File: src/hw/rtl/sha_pkg.sv
// sha_pkg: shared types, constants and functions of the sha-256 stream hasher
// round constants, initial hash values, sigma functions, sequencer states
// no dependencies
package sha_pkg;

  typedef logic [31:0] sha_word_t;

  localparam logic KIND_DATA   = 1'b0;
  localparam logic KIND_FINISH = 1'b1;

  localparam logic [7:0] PAD_MARK  = 8'h80;
  localparam logic [5:0] LEN_POS   = 6'd56;
  localparam logic [5:0] FILL_LAST = 6'd63;
  localparam logic [5:0] RND_LAST  = 6'd63;
  localparam logic [2:0] WIDX_LAST = 3'd7;

  typedef enum logic [2:0] {
    ST_IDLE,
    ST_PAD,
    ST_ROUND,
    ST_UPDATE,
    ST_EMIT
  } sha_state_t;

  typedef struct packed {
    logic       shift_byte;
    logic [7:0] byte_val;
    logic       sched_step;
    logic       expand;
    logic [5:0] rnd;
    logic       wv_load;
    logic       wv_step;
    logic       hv_add;
    logic       hv_init;
    logic [2:0] widx;
  } sha_ctl_t;

  function automatic sha_word_t bsig0(input sha_word_t x);
    return {x[1:0], x[31:2]} ^ {x[12:0], x[31:13]} ^ {x[21:0], x[31:22]};
  endfunction

  function automatic sha_word_t bsig1(input sha_word_t x);
    return {x[5:0], x[31:6]} ^ {x[10:0], x[31:11]} ^ {x[24:0], x[31:25]};
  endfunction

  function automatic sha_word_t ssig0(input sha_word_t x);
    return {x[6:0], x[31:7]} ^ {x[17:0], x[31:18]} ^ {3'b000, x[31:3]};
  endfunction

  function automatic sha_word_t ssig1(input sha_word_t x);
    return {x[16:0], x[31:17]} ^ {x[18:0], x[31:19]} ^ {10'b0, x[31:10]};
  endfunction

  function automatic sha_word_t init_h(input logic [2:0] idx);
    sha_word_t v;
    case (idx)
      3'd0: v = 32'h6A09E667;
      3'd1: v = 32'hBB67AE85;
      3'd2: v = 32'h3C6EF372;
      3'd3: v = 32'hA54FF53A;
      3'd4: v = 32'h510E527F;
      3'd5: v = 32'h9B05688C;
      3'd6: v = 32'h1F83D9AB;
      default: v = 32'h5BE0CD19;
    endcase
    return v;
  endfunction

  function automatic sha_word_t round_k(input logic [5:0] idx);
    sha_word_t v;
    case (idx)
      6'd0:  v = 32'h428A2F98;
      6'd1:  v = 32'h71374491;
      6'd2:  v = 32'hB5C0FBCF;
      6'd3:  v = 32'hE9B5DBA5;
      6'd4:  v = 32'h3956C25B;
      6'd5:  v = 32'h59F111F1;
      6'd6:  v = 32'h923F82A4;
      6'd7:  v = 32'hAB1C5ED5;
      6'd8:  v = 32'hD807AA98;
      6'd9:  v = 32'h12835B01;
      6'd10: v = 32'h243185BE;
      6'd11: v = 32'h550C7DC3;
      6'd12: v = 32'h72BE5D74;
      6'd13: v = 32'h80DEB1FE;
      6'd14: v = 32'h9BDC06A7;
      6'd15: v = 32'hC19BF174;
      6'd16: v = 32'hE49B69C1;
      6'd17: v = 32'hEFBE4786;
      6'd18: v = 32'h0FC19DC6;
      6'd19: v = 32'h240CA1CC;
      6'd20: v = 32'h2DE92C6F;
      6'd21: v = 32'h4A7484AA;
      6'd22: v = 32'h5CB0A9DC;
      6'd23: v = 32'h76F988DA;
      6'd24: v = 32'h983E5152;
      6'd25: v = 32'hA831C66D;
      6'd26: v = 32'hB00327C8;
      6'd27: v = 32'hBF597FC7;
      6'd28: v = 32'hC6E00BF3;
      6'd29: v = 32'hD5A79147;
      6'd30: v = 32'h06CA6351;
      6'd31: v = 32'h14292967;
      6'd32: v = 32'h27B70A85;
      6'd33: v = 32'h2E1B2138;
      6'd34: v = 32'h4D2C6DFC;
      6'd35: v = 32'h53380D13;
      6'd36: v = 32'h650A7354;
      6'd37: v = 32'h766A0ABB;
      6'd38: v = 32'h81C2C92E;
      6'd39: v = 32'h92722C85;
      6'd40: v = 32'hA2BFE8A1;
      6'd41: v = 32'hA81A664B;
      6'd42: v = 32'hC24B8B70;
      6'd43: v = 32'hC76C51A3;
      6'd44: v = 32'hD192E819;
      6'd45: v = 32'hD6990624;
      6'd46: v = 32'hF40E3585;
      6'd47: v = 32'h106AA070;
      6'd48: v = 32'h19A4C116;
      6'd49: v = 32'h1E376C08;
      6'd50: v = 32'h2748774C;
      6'd51: v = 32'h34B0BCB5;
      6'd52: v = 32'h391C0CB3;
      6'd53: v = 32'h4ED8AA4A;
      6'd54: v = 32'h5B9CCA4F;
      6'd55: v = 32'h682E6FF3;
      6'd56: v = 32'h748F82EE;
      6'd57: v = 32'h78A5636F;
      6'd58: v = 32'h84C87814;
      6'd59: v = 32'h8CC70208;
      6'd60: v = 32'h90BEFFFA;
      6'd61: v = 32'hA4506CEB;
      6'd62: v = 32'hBEF9A3F7;
      default: v = 32'hC67178F2;
    endcase
    return v;
  endfunction

endpackage

File: src/hw/rtl/sha_if.sv
// sha_if: valid/ready channel interfaces of the sha-256 stream hasher
// input beats carry kind and data_byte, output beats carry one digest word
// depends on sha_pkg
interface sha_in_if;
  import sha_pkg::*;
  logic       valid;
  logic       ready;
  logic       kind;
  logic [7:0] data_byte;
  modport source (output valid, kind, data_byte, input ready);
  modport sink (input valid, kind, data_byte, output ready);
endinterface

interface sha_out_if;
  import sha_pkg::*;
  logic      valid;
  logic      ready;
  sha_word_t digest_word;
  logic [2:0] word_index;
  logic      last_word;
  modport source (output valid, digest_word, word_index, last_word, input ready);
  modport sink (input valid, digest_word, word_index, last_word, output ready);
endinterface

File: src/hw/rtl/sha256_stream_hasher.sv
// sha256_stream_hasher: sha-256 over a byte stream, one round per cycle
// sequencer, length and fill counters; instantiates sha_sched and sha_round
// depends on sha_pkg and sha_if
//
//  channel  | dir | payload                              | beat
//  ---------+-----+--------------------------------------+---------------------------
//  in_ch    | in  | kind, data_byte                      | one byte or a finish
//  out_ch   | out | digest_word, word_index, last_word   | one digest word, eight a msg
//
// a data beat is taken while idle; the 64th byte of a block starts the rounds
// and then the feed-forward add, both in the single shared round unit
// a finish pads one byte a cycle up to the block end, then runs the rounds and the
// feed-forward add for each of one or two blocks, then eight output beats
// in_ch.ready is high only while idle; out_ch.valid only while the digest is out
// reset (rst_n low, synchronous) loads the initial hash values and clears counts
// a stalled output holds its word; no input is taken until word 7 is taken
module sha256_stream_hasher (
  input logic      clk,
  input logic      rst_n,
  sha_in_if.sink   in_ch,
  sha_out_if.source out_ch
);
  import sha_pkg::*;

  sha_state_t  state_r;
  sha_state_t  state_nxt;
  logic [5:0]  fill_r;
  logic [5:0]  fill_nxt;
  logic [60:0] len_r;
  logic [60:0] len_nxt;
  logic [5:0]  rnd_r;
  logic [5:0]  rnd_nxt;
  logic [2:0]  widx_r;
  logic [2:0]  widx_nxt;
  logic        pad_r;       // finish in progress
  logic        pad_nxt;
  logic        first_r;     // next pad byte is the 0x80 marker
  logic        first_nxt;
  logic        final_r;     // current padded block carries the length
  logic        final_nxt;

  sha_ctl_t    ctl;
  sha_word_t   w;
  sha_word_t   hv;
  logic        in_acc;
  logic        out_acc;
  logic [63:0] len_bits;
  logic [7:0]  len_byte;
  logic [7:0]  pad_byte;

  assign in_acc  = in_ch.valid && in_ch.ready;
  assign out_acc = out_ch.valid && out_ch.ready;

  // bit length, big-endian into the last eight bytes of the final block
  assign len_bits = {len_r, 3'b000};
  assign len_byte = len_bits[{~fill_r[2:0], 3'b000} +: 8];
  assign pad_byte = first_r ? PAD_MARK :
                    (final_r && (fill_r >= LEN_POS)) ? len_byte : 8'h00;

  sha_sched u_sched (
    .clk (clk),
    .ctl (ctl),
    .w_o (w)
  );

  sha_round u_round (
    .clk   (clk),
    .rst_n (rst_n),
    .ctl   (ctl),
    .w_i   (w),
    .hv_o  (hv)
  );

  // next state
  always_comb begin
    state_nxt = state_r;
    case (state_r)
      ST_IDLE: begin
        if (in_acc) begin
          if (in_ch.kind == KIND_FINISH) begin
            state_nxt = ST_PAD;
          end else if (fill_r == FILL_LAST) begin
            state_nxt = ST_ROUND;
          end
        end
      end
      ST_PAD: begin
        if (fill_r == FILL_LAST) begin
          state_nxt = ST_ROUND;
        end
      end
      ST_ROUND: begin
        if (rnd_r == RND_LAST) begin
          state_nxt = ST_UPDATE;
        end
      end
      ST_UPDATE: begin
        if (pad_r) begin
          state_nxt = final_r ? ST_EMIT : ST_PAD;
        end else begin
          state_nxt = ST_IDLE;
        end
      end
      ST_EMIT: begin
        if (out_acc && (widx_r == WIDX_LAST)) begin
          state_nxt = ST_IDLE;
        end
      end
      default: state_nxt = ST_IDLE;
    endcase
  end

  // outputs, datapath control and counters
  always_comb begin
    ctl            = '0;
    ctl.rnd        = rnd_r;
    ctl.expand     = (rnd_r[5:4] != 2'b00);
    ctl.widx       = widx_r;
    in_ch.ready    = 1'b0;
    out_ch.valid   = 1'b0;
    fill_nxt       = fill_r;
    len_nxt        = len_r;
    rnd_nxt        = rnd_r;
    widx_nxt       = widx_r;
    pad_nxt        = pad_r;
    first_nxt      = first_r;
    final_nxt      = final_r;
    case (state_r)
      ST_IDLE: begin
        in_ch.ready = 1'b1;
        // ready is high here, so valid alone marks an input beat
        if (in_ch.valid) begin
          if (in_ch.kind == KIND_DATA) begin
            ctl.shift_byte = 1'b1;
            ctl.byte_val   = in_ch.data_byte;
            ctl.wv_load    = (fill_r == FILL_LAST);
            fill_nxt       = fill_r + 6'd1;
            len_nxt        = len_r + 61'd1;
          end else begin
            pad_nxt   = 1'b1;
            first_nxt = 1'b1;
            final_nxt = (fill_r < LEN_POS);
          end
        end
      end
      ST_PAD: begin
        ctl.shift_byte = 1'b1;
        ctl.byte_val   = pad_byte;
        ctl.wv_load    = (fill_r == FILL_LAST);
        first_nxt      = 1'b0;
        fill_nxt       = fill_r + 6'd1;
      end
      ST_ROUND: begin
        ctl.sched_step = 1'b1;
        ctl.wv_step    = 1'b1;
        rnd_nxt        = rnd_r + 6'd1;
      end
      ST_UPDATE: begin
        ctl.hv_add = 1'b1;
        if (pad_r) begin
          final_nxt = 1'b1;
        end
      end
      ST_EMIT: begin
        out_ch.valid = 1'b1;
        // valid is high here, so ready alone marks an output beat
        if (out_ch.ready) begin
          widx_nxt = widx_r + 3'd1;
          if (widx_r == WIDX_LAST) begin
            ctl.hv_init = 1'b1;
            len_nxt     = '0;
            pad_nxt     = 1'b0;
            final_nxt   = 1'b0;
          end
        end
      end
      default: begin
        in_ch.ready = 1'b0;
      end
    endcase
  end

  assign out_ch.digest_word = hv;
  assign out_ch.word_index  = widx_r;
  assign out_ch.last_word   = (widx_r == WIDX_LAST);

  always_ff @(posedge clk) begin
    if (!rst_n) begin
      state_r <= ST_IDLE;
      fill_r  <= '0;
      len_r   <= '0;
      rnd_r   <= '0;
      widx_r  <= '0;
      pad_r   <= 1'b0;
      first_r <= 1'b0;
      final_r <= 1'b0;
    end else begin
      state_r <= state_nxt;
      fill_r  <= fill_nxt;
      len_r   <= len_nxt;
      rnd_r   <= rnd_nxt;
      widx_r  <= widx_nxt;
      pad_r   <= pad_nxt;
      first_r <= first_nxt;
      final_r <= final_nxt;
    end
  end

endmodule

File: src/hw/rtl/sha_sched.sv
// sha_sched: 512-bit block buffer that doubles as the rolling message schedule
// bytes shift in during fill, words rotate and expand during rounds
// depends on sha_pkg
module sha_sched (
  input  logic             clk,
  input  sha_pkg::sha_ctl_t ctl,
  output sha_pkg::sha_word_t w_o
);
  import sha_pkg::*;

  logic [511:0] blk_r;
  logic [511:0] blk_nxt;
  sha_word_t    w0;
  sha_word_t    w1;
  sha_word_t    w9;
  sha_word_t    w14;
  sha_word_t    wexp;

  // word k of the window sits at blk_r[511-32k -: 32]
  assign w0   = blk_r[511:480];
  assign w1   = blk_r[479:448];
  assign w9   = blk_r[223:192];
  assign w14  = blk_r[63:32];
  assign wexp = w0 + ssig0(w1) + w9 + ssig1(w14);
  assign w_o  = ctl.expand ? wexp : w0;

  always_comb begin
    blk_nxt = blk_r;
    if (ctl.shift_byte) begin
      blk_nxt = {blk_r[503:0], ctl.byte_val};
    end else if (ctl.sched_step) begin
      blk_nxt = {blk_r[479:0], w_o};
    end
  end

  always_ff @(posedge clk) begin
    blk_r <= blk_nxt;
  end

endmodule

File: src/hw/rtl/sha_round.sv
// sha_round: shared round unit with working variables and chaining state
// one compression round a cycle, feed-forward add, digest word read-out
// depends on sha_pkg
module sha_round (
  input  logic              clk,
  input  logic              rst_n,
  input  sha_pkg::sha_ctl_t  ctl,
  input  sha_pkg::sha_word_t w_i,
  output sha_pkg::sha_word_t hv_o
);
  import sha_pkg::*;

  sha_word_t wv_r [8];
  sha_word_t hv_r [8];
  sha_word_t t1;
  sha_word_t t2;
  sha_word_t ch;
  sha_word_t mj;

  assign ch   = (wv_r[4] & wv_r[5]) ^ (~wv_r[4] & wv_r[6]);
  assign mj   = (wv_r[0] & wv_r[1]) ^ (wv_r[0] & wv_r[2]) ^ (wv_r[1] & wv_r[2]);
  assign t1   = wv_r[7] + bsig1(wv_r[4]) + ch + round_k(ctl.rnd) + w_i;
  assign t2   = bsig0(wv_r[0]) + mj;
  assign hv_o = hv_r[ctl.widx];

  always_ff @(posedge clk) begin
    if (ctl.wv_load) begin
      for (int i = 0; i < 8; i++) begin
        wv_r[i] <= hv_r[i];
      end
    end else if (ctl.wv_step) begin
      wv_r[7] <= wv_r[6];
      wv_r[6] <= wv_r[5];
      wv_r[5] <= wv_r[4];
      wv_r[4] <= wv_r[3] + t1;
      wv_r[3] <= wv_r[2];
      wv_r[2] <= wv_r[1];
      wv_r[1] <= wv_r[0];
      wv_r[0] <= t1 + t2;
    end
  end

  always_ff @(posedge clk) begin
    if (!rst_n || ctl.hv_init) begin
      for (int i = 0; i < 8; i++) begin
        hv_r[i] <= init_h(3'(i));
      end
    end else if (ctl.hv_add) begin
      for (int i = 0; i < 8; i++) begin
        hv_r[i] <= hv_r[i] + wv_r[i];
      end
    end
  end

endmodule

File: src/flat_wrapper.sv
// flat-port wrapper written by rule: the top's interface ports become plain ports
module sha256_stream_hasher_flat import sha_pkg::*;
  (clk, rst_n, in_ch_valid, in_ch_kind, in_ch_data_byte, in_ch_ready, out_ch_valid, out_ch_digest_word, out_ch_word_index, out_ch_last_word, out_ch_ready);
  sha_in_if in_ch_i ();
  sha_out_if out_ch_i ();
  input logic clk;
  input logic rst_n;
  input wire logic [$bits(in_ch_i.valid)-1:0] in_ch_valid;
  input wire logic [$bits(in_ch_i.kind)-1:0] in_ch_kind;
  input wire logic [$bits(in_ch_i.data_byte)-1:0] in_ch_data_byte;
  output wire logic [$bits(in_ch_i.ready)-1:0] in_ch_ready;
  output wire logic [$bits(out_ch_i.valid)-1:0] out_ch_valid;
  output wire logic [$bits(out_ch_i.digest_word)-1:0] out_ch_digest_word;
  output wire logic [$bits(out_ch_i.word_index)-1:0] out_ch_word_index;
  output wire logic [$bits(out_ch_i.last_word)-1:0] out_ch_last_word;
  input wire logic [$bits(out_ch_i.ready)-1:0] out_ch_ready;
  assign in_ch_i.valid = in_ch_valid;
  assign in_ch_i.kind = in_ch_kind;
  assign in_ch_i.data_byte = in_ch_data_byte;
  assign in_ch_ready = in_ch_i.ready;
  assign out_ch_valid = out_ch_i.valid;
  assign out_ch_digest_word = out_ch_i.digest_word;
  assign out_ch_word_index = out_ch_i.word_index;
  assign out_ch_last_word = out_ch_i.last_word;
  assign out_ch_i.ready = out_ch_ready;
  sha256_stream_hasher u_core (.clk(clk), .rst_n(rst_n), .in_ch(in_ch_i), .out_ch(out_ch_i));
endmodule
File: config.mk
export PLATFORM = sky130hd
export DESIGN_NAME = sha256_stream_hasher_flat
export DESIGN_NICKNAME = d
export VERILOG_FILES = /design/src/hw/rtl/sha_pkg.sv /design/src/hw/rtl/sha_if.sv /design/src/hw/rtl/sha256_stream_hasher.sv /design/src/hw/rtl/sha_sched.sv /design/src/hw/rtl/sha_round.sv /design/src/flat_wrapper.sv
export SDC_FILE = /design/constraint.sdc
export NUM_CORES = 2
export LEC_CHECK = 0
export BUFFER_PORTS_ARGS = -buffer_cell sky130_fd_sc_hd__buf_4
export CAP_MARGIN = 15
export CORE_ASPECT_RATIO = 0.9
export CORE_UTILIZATION = 26
export DETAILED_ROUTE_END_ITERATION = 8
export GPL_TIMING_DRIVEN = 0
export SLEW_MARGIN = 5
export SYNTH_ARGS = -nofsm -noshare
export SYNTH_HDL_FRONTEND = slang
export SYNTH_SLANG_ARGS = --single-unit
File: constraint.sdc
create_clock -name clk -period 27.8 [get_ports clk]
set_input_delay 4.17 -clock clk [delete_from_list [all_inputs] [get_ports clk]]
set_output_delay 4.17 -clock clk [all_outputs]
set_load 0.03 [all_outputs]
Word-level counts from Yosys, hierarchy flattened --
Memories as Yosys holds them, arrays and structs flattened. A register that Yosys moved wholly into a read port is not among the register bits. Cells that the tools add are included.
Cells by class: $add $sub $neg 22, bitwise operators 34, $lt $le $gt $ge 2, shifts and indexed selects 1, muxes and demuxes 82, equal/unequal tests 16, reductions and logical operators 19
Operator list (number):
- $mux W512 | 2
- $mux W32 | 25
- $add A32 B32 Y32 | 18
- $xor A32 B32 Y32 | 9
- $mux W61 | 4
- $and A32 B32 Y32 | 5
- $pmux W61 S2 | 1
- $shiftx A64 B7 Y8 | 1
- $add A61 B1 Y61 const B | 1
- $not A32 Y32 | 1
- $xor A32 B22 Y32 | 1
- $xor A32 B29 Y32 | 1
- $mux W3 | 9
- $mux W1 | 26
- $mux W6 | 4
- $mux W9 | 2
- $pmux W9 S2 | 1
- $mux W8 | 2
- $or A1 B1 Y1 | 16
- $pmux W3 S5 | 1
- $add A6 B1 Y6 const B | 2
- $eq A6 B6 Y1 const B | 2
- $pmux W6 S2 | 1
- $ne A2 B2 Y1 const B | 5
- 20 further kinds | 36
Word-level totals: register bits after elaboration 594, logic and storage cells 188, bits in read-only memories 2048, memories kept 3, bits of input ports 13, memory bits (writable) 512, output and inout port bits 38
Memories:
- (no name shown) | depth 64, width 32, rd ports 1, clocked after memory_dff 1, wr ports 0, RTL line sha_pkg.sv:71 | case (idx)
- u_core.u_round.hv_r | depth 8, width 32, rd ports 9, clocked after memory_dff 1, wr ports 8, RTL line sha_round.sv:14 | sha_word_t hv_r [8];
- u_core.u_round.wv_r | depth 8, width 32, rd ports 8, clocked after memory_dff 0, wr ports 8, RTL line sha_round.sv:13 | sha_word_t wv_r [8];

Logic depth before layout (Yosys ltp) --
depth after elaboration 9, mapped depth 50, gate-level depth less buffers 49

Modules after synthesis --
From an unflattened synthesis, not the netlist that was laid out.
Second synthesis, totals: cells, all modules 7120, area total of the unflattened synthesis 76196.8 um^2
By module, submodules not included:
- sha_round | seq. area each 15374.7 um^2, area an instance 45509.9 um^2, cells each 4947, instances 1
- sha_sched | seq. area each 15374.7 um^2, area an instance 25968.7 um^2, cells each 1622, instances 1
- sha256_stream_hasher | seq. area each 1641.6 um^2, area an instance 4718.3 um^2, cells each 551, instances 1

Worst setup path before layout --
No wires, ideal clock.
path type input-to-reg, start point input in_ch_valid, end point register u_core.state_r[1], arrival 23619 ps, slack 4017 ps, library setup time 164 ps, stages on the path 4, path buffers 0, required time 27636 ps, path through nor2b_1 -> o21ai_1 -> o21ai_0 -> and2_1
On the way: word-level cells in the longest chain between the ends 3
RTL lines:
- start, declared | RTL line flat_wrapper.sv:8 | input wire logic [$bits(in_ch_i.valid)-1:0] in_ch_valid;
- $logic_and A1 B1 Y1 | RTL line sha256_stream_hasher.sv:51 | assign in_acc = in_ch.valid && in_ch.ready;
- $ne A2 B1 Y1 (no source line)
- $reduce_and A3 Y1 (no source line)
- end signal, assigned | RTL line sha256_stream_hasher.sv:198 | state_r <= state_nxt;
- end, declared | RTL line sha256_stream_hasher.sv:25 | sha_state_t state_r;
No other way between the ends. A chain may end at the register's enable or synchronous reset.

==> flow_summary.json <==
{
  "cts_setup_buffers": 0,
  "cts-root-buf": "clkbuf_16",
  "r2r_end": "u_core.u_round.wv_r[0][31]$_DFFE_PP_",
  "endpoint_kind": "flop",
  "grt_antenna_before_repair": 11,
  "dr.pass1.iters": 8,
  "place_area_um2": 82300,
  "peakVddDrop_v": 0.0000630,
  "maxCapViolations": 0,
  "cp-endpoint": "u_core.u_round.wv_r[0][31]$_DFFE_PP_",
  "grt_start_max_net_pins": 65,
  "fillerInstances": 30600,
  "slowest_stage": "o311ai_0",
  "viasPerCell": 4.94,
  "core_um2": 291000,
  "fmax_mhz": 83.6,
  "die_x_um": 572,
  "ys_warn_count": 0,
  "layout-drive-gt1-share_pct": 5.32,
  "cts_made_buffers": 131,
  "synthArstFlopShare_pct": 0,
  "htreeDepth": 4,
  "worst_ep_arrival_time_ns": 12.48,
  "power.static_leakage_nw": 34.6,
  "total_power_mw": 5.97,
  "gr-total-overflow": 0,
  "place.gp.congestion": 0.981,
  "synth-seq-cells": 1141,
  "drv_slew": 0,
  "clk_pin_slew_ns": 0.06,
  "port_buffers": 50,
  "finalSetupViolations": 0,
  "cts_resized": 0,
  "drt_drc_violations_left": 8,
  "critPathKind": "reg2reg",
  "hold_viol": 0,
  "power_density_nw_per_um2": 68.9,
  "r2r-start": "u_core.u_sched.blk_r[51]$_DFFE_PP_",
  "fin_cells": 12400,
  "cp-startpoint": "u_core.u_sched.blk_r[51]$_DFFE_PP_",
  "fin_nets": 9033,
  "die_y_um": 515,
  "place_hpwl_um": 212000,
  "startpoint_type": "flop",
  "clkSinkCount": 1141,
  "hp-class": "reg2reg",
  "cts_hold_buf": 0,
  "required_ns": 28.32,
  "slew_headroom_pct": 14.6,
  "area_growth_pct": 13.8,
  "ctsLongestPathBuffers": 3,
  "post-route-period-util_pct": 43.0,
  "synth_cell_types": 89,
  "detail_route.wl_per_cell_um": 21.7,
  "synth_ff_type": "edfxtp_1",
  "grt_pass1_vias": 58700,
  "rsz0062_at_grt": "no",
  "placed_cells": 12200,
  "final_cell_area_um2": 86600,
  "ant_nets": 0,
  "wl_um": 270000,
  "final_core_util_pct": 29.7,
  "status": "finished with violations",
  "reg2reg_slack_ns": 15.84,
  "avgSynthCellArea_um2": 9.28,
  "start_util_pct": 26.1,
  "clk_latency_ns": 0.83,
  "netlist_instances": 8205,
  "cts_tree": "done",
  "grt_use_total_pct": 18.0,
  "die_area_um2": 295000,
  "syn_nets": 8807,
  "finalClockSkew_ns": 0.0397,
  "worstPathMaxFanout": 6,
  "io_pins": 51,
  "grt_pass1_wl_um": 393000,
  "r2r_cells": 45,
  "max_slew.worst_pin.slew_ns": 1.28,
  "synth_edf_count": 1024,
  "synth_area_um2": 76100,
  "cp_slowest_stage_delay_ns": 0.96,
  "tns_ns": 0,
  "violations": "DRC",
  "yosysSeqAreaShare_pct": 43.5,
  "period_minus_slack_ns": 11.96,
  "rows": 188,
  "via_count": 61400,
  "drtIter0Drc": 6988
}
worst max-delay path, delay by kind of cell, from the launching register on:
| kind | cells | cell delay (ns) |
|---|---|---|
| flip-flops | 1 | 0.32 |
| XOR/XNOR | 5 | 0.82 |
| buffers and inverters | 7 | 0.86 |
| AND/OR/NAND/NOR | 5 | 0.66 |
| AO/OA/AOI/OAI | 19 | 5.24 |
| adder cells (fa/ha/maj) | 9 | 3.78 |
cells in the mapped netlist, types with 44 or more instances:
library cell	n	area, um2
a21oi_1	366	1830
xor2_1	251	2200
nor2_1	424	1590
and3_1	46	288
edfxtp_1	1024	30700
o21a_1	58	435
nor3_1	85	425
nand2_1	2419	9080
mux4_2	77	1730
o21ai_0	392	1960
nor2b_1	56	350
a211oi_1	48	360
xnor2_1	363	3180
nand2b_1	72	450
dfxtp_1	117	2340
fa_1	195	3900
mux2i_1	50	500
inv_1	482	1810
clkbuf_1	388	1460
nand3_1	104	521
a21o_1	178	1340
ha_1	394	4930
o21bai_1	44	330
power breakdown:
| group | switching (mW) | internal [mW] |
|---|---|---|
| clock network | 0.789 | 0.983 |
| registers | 0.0792 | 2.00 |
| logic | 1.28 | 0.834 |
how the worst min path moves through the flow:
stage | from | to | cells after the start
2_1_floorplan | u_core.fill_r[5]$_SDFFE_PN0P_ | u_core.fill_r[5]$_SDFFE_PN0P_ | 2
5_1_grt | u_core.fill_r[5]$_SDFFE_PN0P_ | u_core.fill_r[5]$_SDFFE_PN0P_ | 2
4_1_cts | u_core.fill_r[5]$_SDFFE_PN0P_ | u_core.fill_r[5]$_SDFFE_PN0P_ | 2
6_report | u_core.fill_r[5]$_SDFFE_PN0P_ | u_core.fill_r[5]$_SDFFE_PN0P_ | 2
3_5_place_dp | u_core.fill_r[5]$_SDFFE_PN0P_ | u_core.fill_r[5]$_SDFFE_PN0P_ | 2
3_3_place_gp | u_core.fill_r[5]$_SDFFE_PN0P_ | u_core.fill_r[5]$_SDFFE_PN0P_ | 2
flip-flops by register name (all words and copies together), names as in the netlist, named ones only:
register / count
u_core.len_r: 61
u_core.u_round.wv_r: 256
u_core.out_ch.word_index: 3
u_core.first_r: 1
u_core.final_r: 1
u_core.rnd_r: 6
u_core.u_sched.blk_r: 512
u_core.u_round.hv_r: 256
u_core.fill_r: 6
u_core.state_r: 3
u_core.pad_r: 1
area by class of cell:
cell class	instances	area, um2	share of cell area (%)
multi-input combinational	6142	39600	45.7
sequential	1141	33100	38.2
tap	3895	4870	5.62
clock buffer	166	3450	3.98
inverter	484	1820	2.10
buffer	438	1680	1.94
timing repair buffer	93	1300	1.50
clock inverter	68	833	0.962
antenna	4	10.0	0.0116
through the flow:
stage | hold WS (ns) | worst slack (ns)
2_1_floorplan | 0.460 | 4.02
3_3_place_gp | 0.484 | -8.79
3_5_place_dp | 0.496 | 16.19
4_1_cts | 0.505 | 16.09
5_1_grt | 0.527 | 15.48
6_report | 0.504 | 15.84
cell families (layout without fill, tap and decap cells):
logic type	count (synthesis)	after routing	synth area share, %
buffers and inverters	922	1249	4.58
AO/OA/AOI/OAI	1407	1407	11.7
multiplexers	162	162	3.45
AND/OR/NAND/NOR	3365	3365	18.1
adder cells (fa/ha/maj)	594	594	11.7
other	0	4	0
XOR/XNOR	614	614	7.06
flip-flops	1141	1141	43.5
metal layers:
metal	GRT usage, %	part of all wire, %	vias to the layer above
met3	3.29	8.6	477
met5	0	0.015	-
met2	27.1	43	2621
li1	-	-	28600
met4	6.69	3.9	6
met1	25.3	44	29800
layout by cell type (no fill, tap or decap), drive strengths merged, types with 12 or more instances in the layout:
| cell type | Yosys | final |
|---|---|---|
| nand2 | 2419 | 2419 |
| edfxtp | 1024 | 1024 |
| clkbuf | 388 | 555 |
| inv | 484 | 500 |
| nor2 | 426 | 426 |
| o21ai | 404 | 404 |
| ha | 394 | 394 |
| a21oi | 368 | 368 |
| xnor2 | 363 | 363 |
| xor2 | 251 | 251 |
| fa | 195 | 195 |
| a21o | 178 | 178 |
| buf | 50 | 142 |
| dfxtp | 117 | 117 |
| nand3 | 104 | 104 |
| nor3 | 85 | 85 |
| mux4 | 77 | 77 |
| nand2b | 72 | 72 |
| o21a | 58 | 58 |
| nor2b | 56 | 56 |
| mux2i | 50 | 50 |
| a211oi | 48 | 48 |
| and3 | 46 | 46 |
| o21bai | 44 | 44 |
| a31oi | 41 | 41 |
| clkinv | 0 | 41 |
| or3 | 38 | 38 |
| and2 | 37 | 37 |
| o211ai | 37 | 37 |
| mux2 | 35 | 35 |
| nand4 | 32 | 32 |
| o31ai | 22 | 22 |
| o311ai | 21 | 21 |
| o221ai | 20 | 20 |
| a21boi | 17 | 17 |
| a211o | 15 | 15 |
| a221oi | 12 | 12 |
| or2 | 12 | 12 |
No activity file was read; power rests on OpenSTA's default activity.
